===== config.mk =====
export PLATFORM = sky130hd
export DESIGN_NAME = go_back_n_sender_window_core
export DESIGN_NICKNAME = d
export VERILOG_FILES = /design/src/hdl/gbn_pkg.sv /design/src/hdl/gbn_hdr_chk.sv /design/src/hdl/gbn_pass.sv /design/src/hdl/go_back_n_sender_window_core.sv
export SDC_FILE = /design/constraint.sdc
export NUM_CORES = 1
export LEC_CHECK = 0
export BUFFER_PORTS_ARGS = -buffer_cell sky130_fd_sc_hd__buf_2
export CORE_MARGIN = 2
export CORE_UTILIZATION = 25
export CTS_BUF_LIST = sky130_fd_sc_hd__clkbuf_4 sky130_fd_sc_hd__clkbuf_8 sky130_fd_sc_hd__clkbuf_16
export CTS_CLUSTER_DIAMETER = 200
export DETAILED_ROUTE_END_ITERATION = 10
export MAX_ROUTING_LAYER = met4
export SLEW_MARGIN = 10
export SYNTH_ARGS = -nofsm -noshare
export SYNTH_HDL_FRONTEND = slang
export SYNTH_SLANG_ARGS = --single-unit
export TNS_END_PERCENT = 20

===== constraint.sdc =====
create_clock -name aclk -period 11.5 [get_ports aclk]
set_input_delay 0.575 -clock aclk [delete_from_list [all_inputs] [get_ports aclk]]
set_output_delay 0.575 -clock aclk [all_outputs]
set_load 0.02 [all_outputs]

===== src/hdl/gbn_pkg.sv =====
// Shared constants, codes and item types for the go-back-n sender window core.
package gbn_pkg;

    // Packetization
    localparam int PACKET_BYTES = 1024;
    localparam int PKT_SHIFT    = $clog2(PACKET_BYTES);
    localparam int MAX_PACKETS  = 16384;

    // Field widths
    localparam int CNT_W   = 15;
    localparam int TIMER_W = 17;
    localparam int IDX_W   = 14;
    localparam int SEQ_W   = 8;
    localparam int LEN_W   = 11;
    localparam int BYTES_W = 24;
    localparam int WIN_W   = 8;
    localparam int TOUT_W  = 16;
    localparam int WORD_W  = 16;

    localparam logic [TIMER_W-1:0] TIMER_MAX = {TIMER_W{1'b1}};
    localparam logic [WORD_W-1:0]  CSUM_OK   = 16'hffff;
    localparam logic [7:0]         FLAG_ACK  = 8'h02;

    // Request function codes
    localparam logic [1:0] FUNC_START = 2'd0;
    localparam logic [1:0] FUNC_PASS  = 2'd1;
    localparam logic [1:0] FUNC_ACK   = 2'd2;

    // Configuration register indexes
    localparam logic [1:0] CFG_WINDOW  = 2'd0;
    localparam logic [1:0] CFG_TOTAL   = 2'd1;
    localparam logic [1:0] CFG_TIMEOUT = 2'd2;

    localparam logic [WIN_W-1:0]   WINDOW_RST  = 8'd4;
    localparam logic [BYTES_W-1:0] TOTAL_RST   = 24'd0;
    localparam logic [TOUT_W-1:0]  TIMEOUT_RST = 16'd500;

    typedef struct packed {
        logic [1:0]        func;
        logic [WORD_W-1:0] ack_length;
        logic [WORD_W-1:0] ack_checksum;
        logic [7:0]        ack_flags;
        logic [SEQ_W-1:0]  ack_seq;
    } item_t;

    typedef struct packed {
        logic              send_valid;
        logic [IDX_W-1:0]  packet_index;
        logic [SEQ_W-1:0]  packet_seq;
        logic [LEN_W-1:0]  packet_length;
        logic              ack_accepted;
        logic              timed_out;
        logic              done_res;
    } result_t;

    typedef struct packed {
        logic [CNT_W-1:0]   acked_count;
        logic [CNT_W-1:0]   next_index;
        logic [CNT_W-1:0]   packet_total;
        logic [TIMER_W-1:0] tick_timer;
    } state_t;

    typedef struct packed {
        logic [WIN_W-1:0]   window_size;
        logic [BYTES_W-1:0] total_bytes;
        logic [TOUT_W-1:0]  timeout_ticks;
    } cfg_t;

endpackage


===== src/hdl/gbn_hdr_chk.sv =====
// Acknowledgment header check: flag byte, one's-complement checksum and expected sequence.
module gbn_hdr_chk (
    input  gbn_pkg::item_t           item,
    input  logic [gbn_pkg::SEQ_W-1:0] expect_seq,
    output logic                      hdr_ok
);
    import gbn_pkg::*;

    logic [WORD_W-1:0] word3;
    logic [WORD_W:0]   sum1;
    logic [WORD_W-1:0] fold1;
    logic [WORD_W:0]   sum2;
    logic [WORD_W-1:0] fold2;

    // End-around carry after each add; a fold never carries again.
    always_comb begin
        word3 = {item.ack_seq, item.ack_flags};
        sum1  = {1'b0, item.ack_length} + {1'b0, item.ack_checksum};
        fold1 = sum1[WORD_W-1:0] + {{(WORD_W-1){1'b0}}, sum1[WORD_W]};
        sum2  = {1'b0, fold1} + {1'b0, word3};
        fold2 = sum2[WORD_W-1:0] + {{(WORD_W-1){1'b0}}, sum2[WORD_W]};
        hdr_ok = (item.ack_flags == FLAG_ACK) && (fold2 == CSUM_OK) &&
                 (item.ack_seq == expect_seq);
    end

endmodule


===== src/hdl/gbn_pass.sv =====
// One sender pass: start load, window test, packet length, header acceptance and timeout rewind.
module gbn_pass (
    input  gbn_pkg::item_t   item,
    input  gbn_pkg::state_t  state,
    input  gbn_pkg::cfg_t    cfg,
    output gbn_pkg::state_t  state_next,
    output gbn_pkg::result_t result
);
    import gbn_pkg::*;

    logic                  hdr_ok;
    logic [CNT_W-1:0]      in_flight;
    logic                  can_send;
    logic [CNT_W-1:0]      start_count;
    logic [BYTES_W:0]      start_byte;
    logic [BYTES_W:0]      rest_bytes;
    logic [LEN_W-1:0]      last_len;
    logic [TIMER_W-1:0]    timer_tick;
    logic [CNT_W-1:0]      acked_inc;

    gbn_hdr_chk u_hdr_chk (
        .item       (item),
        .expect_seq (state.acked_count[SEQ_W-1:0]),
        .hdr_ok     (hdr_ok)
    );

    always_comb begin
        // Packet count rounds up, capped at the index space.
        start_count = {1'b0, cfg.total_bytes[BYTES_W-1:PKT_SHIFT]} +
                      {{(CNT_W-1){1'b0}}, |cfg.total_bytes[PKT_SHIFT-1:0]};
        if (start_count > CNT_W'(MAX_PACKETS)) begin
            start_count = CNT_W'(MAX_PACKETS);
        end

        in_flight = state.next_index - state.acked_count;
        can_send  = (state.next_index < state.packet_total) &&
                    (in_flight < {{(CNT_W-WIN_W){1'b0}}, cfg.window_size});

        // Last packet carries the remainder, clamped to one packet.
        start_byte = {state.next_index, {PKT_SHIFT{1'b0}}};
        rest_bytes = {1'b0, cfg.total_bytes} - start_byte;
        if ({1'b0, cfg.total_bytes} <= start_byte) begin
            last_len = '0;
        end else if (rest_bytes > (BYTES_W+1)'(PACKET_BYTES)) begin
            last_len = LEN_W'(PACKET_BYTES);
        end else begin
            last_len = rest_bytes[LEN_W-1:0];
        end

        timer_tick = (state.tick_timer != TIMER_MAX) ? state.tick_timer + 1'b1
                                                     : state.tick_timer;
        acked_inc  = state.acked_count + 1'b1;

        state_next = state;
        result     = '0;

        if (item.func == FUNC_START) begin
            state_next.packet_total = start_count;
            state_next.acked_count  = '0;
            state_next.next_index   = '0;
            state_next.tick_timer   = '0;
        end else if (state.acked_count != state.packet_total) begin
            state_next.tick_timer = timer_tick;
            if (can_send) begin
                result.send_valid    = 1'b1;
                result.packet_index  = state.next_index[IDX_W-1:0];
                result.packet_seq    = state.next_index[SEQ_W-1:0];
                result.packet_length = (state.next_index + 1'b1 == state.packet_total)
                                       ? last_len : LEN_W'(PACKET_BYTES);
                if (state.next_index == state.acked_count) begin
                    state_next.tick_timer = '0;
                end
                state_next.next_index = state.next_index + 1'b1;
            end

            if (item.func == FUNC_ACK) begin
                if (hdr_ok) begin
                    result.ack_accepted    = 1'b1;
                    state_next.acked_count = acked_inc;
                    state_next.tick_timer  = '0;
                    if (state_next.next_index < acked_inc) begin
                        state_next.next_index = acked_inc;
                    end
                end
            end else if (state_next.tick_timer >
                         {{(TIMER_W-TOUT_W){1'b0}}, cfg.timeout_ticks}) begin
                // Go back to the oldest unacknowledged packet.
                result.timed_out      = 1'b1;
                state_next.next_index = state.acked_count;
            end
        end

        result.done_res = (state_next.acked_count == state_next.packet_total);
    end

endmodule


===== src/hdl/go_back_n_sender_window_core.sv =====
// Top level of the go-back-n sender window core: input register, state, result register.
//
//  Channel   Direction  Handshake          Payload
//  s_        in         s_tvalid/s_tready  s_tuser func, s_tdata header words
//  m_        out        m_tvalid/m_tready  m_tdata send request and status
//  cfg_      in         cfg_wr_en          cfg_addr, cfg_wr_data
//
// One request per cycle sustained while the m_ side accepts; a request passes the input
// register, then the result register; the pass logic between them is combinational.
// Reset loads the register defaults and clears the window state; no transfer is loaded.
// A stalled m_ side holds the result; the input register then fills and s_tready drops.
module go_back_n_sender_window_core (
    input  logic        aclk,
    input  logic        aresetn,
    input  logic        s_tvalid,
    output logic        s_tready,
    input  logic [47:0] s_tdata,   // ack_length[15:0], ack_checksum[31:16], ack_flags[39:32],
                                   // ack_seq[47:40]
    input  logic [1:0]  s_tuser,   // func[1:0]
    output logic        m_tvalid,
    input  logic        m_tready,
    output logic [39:0] m_tdata,   // send_valid[0], packet_index[14:1], packet_seq[22:15],
                                   // packet_length[33:23], ack_accepted[34], timed_out[35],
                                   // done_res[36], zero[39:37]
    input  logic        cfg_wr_en,
    input  logic [1:0]  cfg_addr,
    input  logic [23:0] cfg_wr_data
);
    import gbn_pkg::*;

    logic    in_valid_reg;
    item_t   in_item_reg;
    logic    out_valid_reg;
    result_t out_res_reg;
    state_t  state_reg;
    state_t  state_next;
    result_t res_next;
    cfg_t    cfg_reg;
    logic    advance;

    assign advance  = in_valid_reg && (!out_valid_reg || m_tready);
    assign s_tready = !in_valid_reg || advance;

    gbn_pass u_pass (
        .item       (in_item_reg),
        .state      (state_reg),
        .cfg        (cfg_reg),
        .state_next (state_next),
        .result     (res_next)
    );

    always_ff @(posedge aclk) begin
        if (!aresetn) begin
            cfg_reg.window_size   <= WINDOW_RST;
            cfg_reg.total_bytes   <= TOTAL_RST;
            cfg_reg.timeout_ticks <= TIMEOUT_RST;
        end else if (cfg_wr_en) begin
            unique case (cfg_addr)
                CFG_WINDOW:  cfg_reg.window_size   <= cfg_wr_data[WIN_W-1:0];
                CFG_TOTAL:   cfg_reg.total_bytes   <= cfg_wr_data[BYTES_W-1:0];
                CFG_TIMEOUT: cfg_reg.timeout_ticks <= cfg_wr_data[TOUT_W-1:0];
                default: begin
                end
            endcase
        end
    end

    always_ff @(posedge aclk) begin
        if (!aresetn) begin
            in_valid_reg <= 1'b0;
        end else if (s_tready) begin
            in_valid_reg <= s_tvalid;
        end
    end

    always_ff @(posedge aclk) begin
        if (s_tvalid && s_tready) begin
            in_item_reg.func         <= s_tuser;
            in_item_reg.ack_length   <= s_tdata[15:0];
            in_item_reg.ack_checksum <= s_tdata[31:16];
            in_item_reg.ack_flags    <= s_tdata[39:32];
            in_item_reg.ack_seq      <= s_tdata[47:40];
        end
    end

    always_ff @(posedge aclk) begin
        if (!aresetn) begin
            state_reg     <= '0;
            out_valid_reg <= 1'b0;
        end else begin
            if (advance) begin
                state_reg <= state_next;
            end
            if (advance) begin
                out_valid_reg <= 1'b1;
            end else if (m_tready) begin
                out_valid_reg <= 1'b0;
            end
        end
    end

    always_ff @(posedge aclk) begin
        if (advance) begin
            out_res_reg <= res_next;
        end
    end

    assign m_tvalid = out_valid_reg;
    assign m_tdata  = {3'b000,
                       out_res_reg.done_res,
                       out_res_reg.timed_out,
                       out_res_reg.ack_accepted,
                       out_res_reg.packet_length,
                       out_res_reg.packet_seq,
                       out_res_reg.packet_index,
                       out_res_reg.send_valid};

`ifndef SYNTH
    a_base_le_total: assert property (@(posedge aclk) disable iff (!aresetn)
        state_reg.acked_count <= state_reg.packet_total)
        else $error("acked count passed packet total");

    a_next_in_range: assert property (@(posedge aclk) disable iff (!aresetn)
        (state_reg.next_index >= state_reg.acked_count) &&
        (state_reg.next_index <= state_reg.packet_total))
        else $error("next index outside base .. total");

    a_stall_cause: assert property (@(posedge aclk) disable iff (!aresetn)
        !s_tready |-> (in_valid_reg && out_valid_reg && !m_tready))
        else $error("input stalled without a blocked result");

    a_idle_send: assert property (@(posedge aclk) disable iff (!aresetn)
        (out_valid_reg && !out_res_reg.send_valid) |->
        (out_res_reg.packet_length == '0 && out_res_reg.packet_index == '0))
        else $error("packet fields set without a send");

    a_state_hold: assert property (@(posedge aclk) disable iff (!aresetn)
        !advance |=> $stable(state_reg))
        else $error("window state changed without a request");
`endif

endmodule


==> flow_summary.ini <==
[synthesis]
netlist_area_sq_mm = 0.0150
yosys_warnings = 0
async_flop_share_pct = 0
synth_seq_area_share_pct = 30.7
synth_area_leaders = sky130_fd_sc_hd__edfxtp_1, sky130_fd_sc_hd__dfxtp_1, sky130_fd_sc_hd__ha_1
postSynthAreaPerCell_sq_um = 8.26
synth_largest_type_area_fraction_pct = 15.8
synthCells = 1818
synth.lib_cells_used.distinct = 86
dominantRegCellSynth = sky130_fd_sc_hd__dfxtp_1
synth_top_cell_by_area = sky130_fd_sc_hd__edfxtp_1
synth-edff-count = 79
ys_ff_latch = 191

[global_route]
global_route.overflow_total = 0
number_of_global_route_vias_before_repair = 13135
pin_count_of_the_biggest_net_entering_global_routing = 99
grt_pass1_wl_um = 74400
antenna_violations_before_repair = 0
track_usage_pct = 15.6

[sta]
maxSlewHeadroom_pct = 22.2
timing_worst_slew_pin_value_ns = 1.17
fin_worst_hold_slack_ns = 0.260
finalWorstPathRequiredPeriod_ns = 9.26
grt_setup_unrepaired = no
maxClockFrequency_mhz = 108
final-max-slew-violation-count = 0
fin_setup_tns_ns = 0
finalSetupViolations = 0
hold_violation_total_from_the_final_report = 0
final.setup_skew_ns = 0.0258
period_utilization_post_route_pct = 80.5

[floorplanning]
die_w_um = 249
starting_density_of_the_core_pct = 25.4
y_dimension_of_the_die_um = 249
die_area_sq_mm = 0.0620
placement_rows = 89
top_level_ports = 123
coreArea_sq_mm = 0.0591

[status]
outcome = finished clean

[detailed_routing]
number_of_search_and_repair_iterations_in_the_first_detailed_routing_pass = 6
drc = 0
dr.first_iter.drc_count = 1288
wl_um = 47600
routed_via_density = 5.23
wire_per_inst_um = 17.9
routed-via-count = 13933
route.antenna.remaining_nets = 0

[worst_setup_path]
crit_path_frequent_cell = sky130_fd_sc_hd__ha_1
worstPathMaxFanout = 12
worst_path_max_delay_cell = sky130_fd_sc_hd__nor4_1
timing.reg2reg.setup_slack_ns = 2.24
register_to_register_path_depth = 40
required_time_of_the_worst_setup_path_ns = 11.90
worstSetupEndpointType = flip-flop
worstReg2RegEnd = state_reg[45]$_SDFFE_PN0P_
timing_worst_setup_path_type = reg -> reg
critical_path.reg2reg.startpoint = in_item_reg[16]$_DFFE_PP_
cp_data_arrival_time_ns = 9.65
crit_path_start_kind = flip-flop
timing.critical_path.buf_inv = 1
critPathMaxStageDelay_ns = 0.59
kind_of_cell_adding_the_most_delay_to_the_critical_path = simple AND/OR/NAND/NOR gates

[clock_tree]
cts_resized = 0
clk-insertion-delay-late_ns = 0.50
numClockSinks = 191
postCtsHoldBufs = 0
ctsLongestPathBuffers = 2
worst_setup_hold_path_clk_slew_ns = 0.08
cts_buffers = 17
root_buffer = sky130_fd_sc_hd__clkbuf_16
tritoncts = built
cts_max_level = 4
post-cts-setup-buffers = 0

[min_path]
hold_path.class = in -> reg
timing.hold.worst_path_depth = 1
hold_path.startpoint = s_tdata[17]
hold_end = in_item_reg[17]$_DFFE_PP_

[pwr]
power_leakage_nw = 6.38
vdd_ir_drop_max_mv = 0.119
power.density_mw_per_mm2 = 111
design_power_total_mw = 1.87

[placed_design]
gp_routability_congestion = 0.927
postPlaceCellArea_sq_mm = 0.0163
place.detailed.hpwl_um = 36600
port_buffers = 119

[final_layout]
final.fill_count = 6277
largest_register_ff_count = 62
layout_common_cells = sky130_fd_sc_hd__nor2_1, sky130_fd_sc_hd__nand2_1, sky130_fd_sc_hd__a21oi_1
drive_above_1_share_pct = 11.1
most_common_cell_after_layout_fill_and_taps_aside = sky130_fd_sc_hd__nor2_1
final_nets = 2085
final_core_util_pct = 28.5
synthToLayoutAreaGrowth_pct = 12.4
fin_area_sq_mm = 0.0169
ff_latch_area_sq_mm = 0.00461
multi_input_comb_area_sq_mm = 0.00958

[run]
drv_cap = 0
-- worst max path at each step --
stage | slack (ns) | from | end | cells after the start
finish | 2.24 | in_item_reg[16]$_DFFE_PP_ | state_reg[45]$_SDFFE_PN0P_ | 40
global route | 1.50 | in_item_reg[32]$_DFFE_PP_ | state_reg[45]$_SDFFE_PN0P_ | 40
CTS | 2.23 | in_item_reg[16]$_DFFE_PP_ | state_reg[45]$_SDFFE_PN0P_ | 40
detailed placement | 2.33 | in_item_reg[16]$_DFFE_PP_ | state_reg[45]$_SDFFE_PN0P_ | 40
global placement | 2.44 | in_item_reg[16]$_DFFE_PP_ | state_reg[45]$_SDFFE_PN0P_ | 40
floorplan | 3.53 | in_item_reg[16]$_DFFE_PP_ | m_tdata[36]$_DFFE_PP_ | 42
-- stage by stage --
| step | instances | worst slack [ns] |
|---|---|---|
| floorplan | 1820 | 3.53 |
| global placement | 2629 | 2.44 |
| detailed placement | 2629 | 2.33 |
| CTS | 2661 | 2.23 |
| global route | 2661 | 1.50 |
| finish | 2662 | 2.24 |
-- layer usage --
| metal | global-route usage, % | vias to the layer above | share of wire [%] |
|---|---|---|---|
| li1 | - | 6740 | - |
| met1 | 20.3 | 6536 | 46 |
| met2 | 24.1 | 563 | 45 |
| met3 | 2.71 | 94 | 6.6 |
| met4 | 5.89 | 0 | 3.0 |
| met5 | - | - | 0 |
-- power by group --
group	leakage, nW	switching, mW	internal [mW]	total, mW
registers	1.67	0.0182	0.729	0.747
logic	4.42	0.326	0.192	0.518
clock network	0.289	0.307	0.298	0.605
-- Yosys cell counts (5+ instances only) --
master,n
sky130_fd_sc_hd__a2111oi_0,8
sky130_fd_sc_hd__a211o_1,6
sky130_fd_sc_hd__a211oi_1,28
sky130_fd_sc_hd__a21o_1,31
sky130_fd_sc_hd__a21oi_1,141
sky130_fd_sc_hd__a221oi_1,5
sky130_fd_sc_hd__a22oi_1,23
sky130_fd_sc_hd__a31oi_1,12
sky130_fd_sc_hd__and2_1,11
sky130_fd_sc_hd__and3_1,23
sky130_fd_sc_hd__and4_1,11
sky130_fd_sc_hd__buf_4,12
sky130_fd_sc_hd__clkbuf_1,78
sky130_fd_sc_hd__dfxtp_1,112
sky130_fd_sc_hd__edfxtp_1,79
sky130_fd_sc_hd__ha_1,125
sky130_fd_sc_hd__inv_1,115
sky130_fd_sc_hd__mux2i_1,11
sky130_fd_sc_hd__nand2_1,156
sky130_fd_sc_hd__nand2b_1,15
sky130_fd_sc_hd__nand3_1,48
sky130_fd_sc_hd__nand3b_1,8
sky130_fd_sc_hd__nand4_1,53
sky130_fd_sc_hd__nor2_1,177
sky130_fd_sc_hd__nor2b_1,17
sky130_fd_sc_hd__nor3_1,51
sky130_fd_sc_hd__nor3b_1,7
sky130_fd_sc_hd__nor4_1,29
sky130_fd_sc_hd__o2111ai_1,7
sky130_fd_sc_hd__o211ai_1,16
sky130_fd_sc_hd__o21a_1,28
sky130_fd_sc_hd__o21ai_0,76
sky130_fd_sc_hd__o21bai_1,8
sky130_fd_sc_hd__o221a_2,9
sky130_fd_sc_hd__o22ai_1,5
sky130_fd_sc_hd__o31a_1,7
sky130_fd_sc_hd__or2_2,12
sky130_fd_sc_hd__or3_1,16
sky130_fd_sc_hd__xnor2_1,97
sky130_fd_sc_hd__xor2_1,47
-- final cells by class --
class,instances,area share (%)
clock buffer,19,2.65
timing repair buffer,130,4.02
sequential,191,27.4
tap,773,5.73
inverter,116,2.58
antenna,1,0.0148
clock inverter,13,0.883
multi-input combinational,1419,56.8
-- logic make-up after synthesis --
group | after synthesis | synth area share, %
AOI/OAI and AO/OA | 461 | 20.5
xor gates and xnor gates | 146 | 8.71
adders and majority gates | 129 | 11.0
buffers and inverters | 210 | 5.59
DFF | 191 | 30.7
muxes | 15 | 1.03
other | 1 | 0.0250
and+or+nand+nor | 665 | 22.4
No activity file was read; power rests on OpenSTA's default activity.
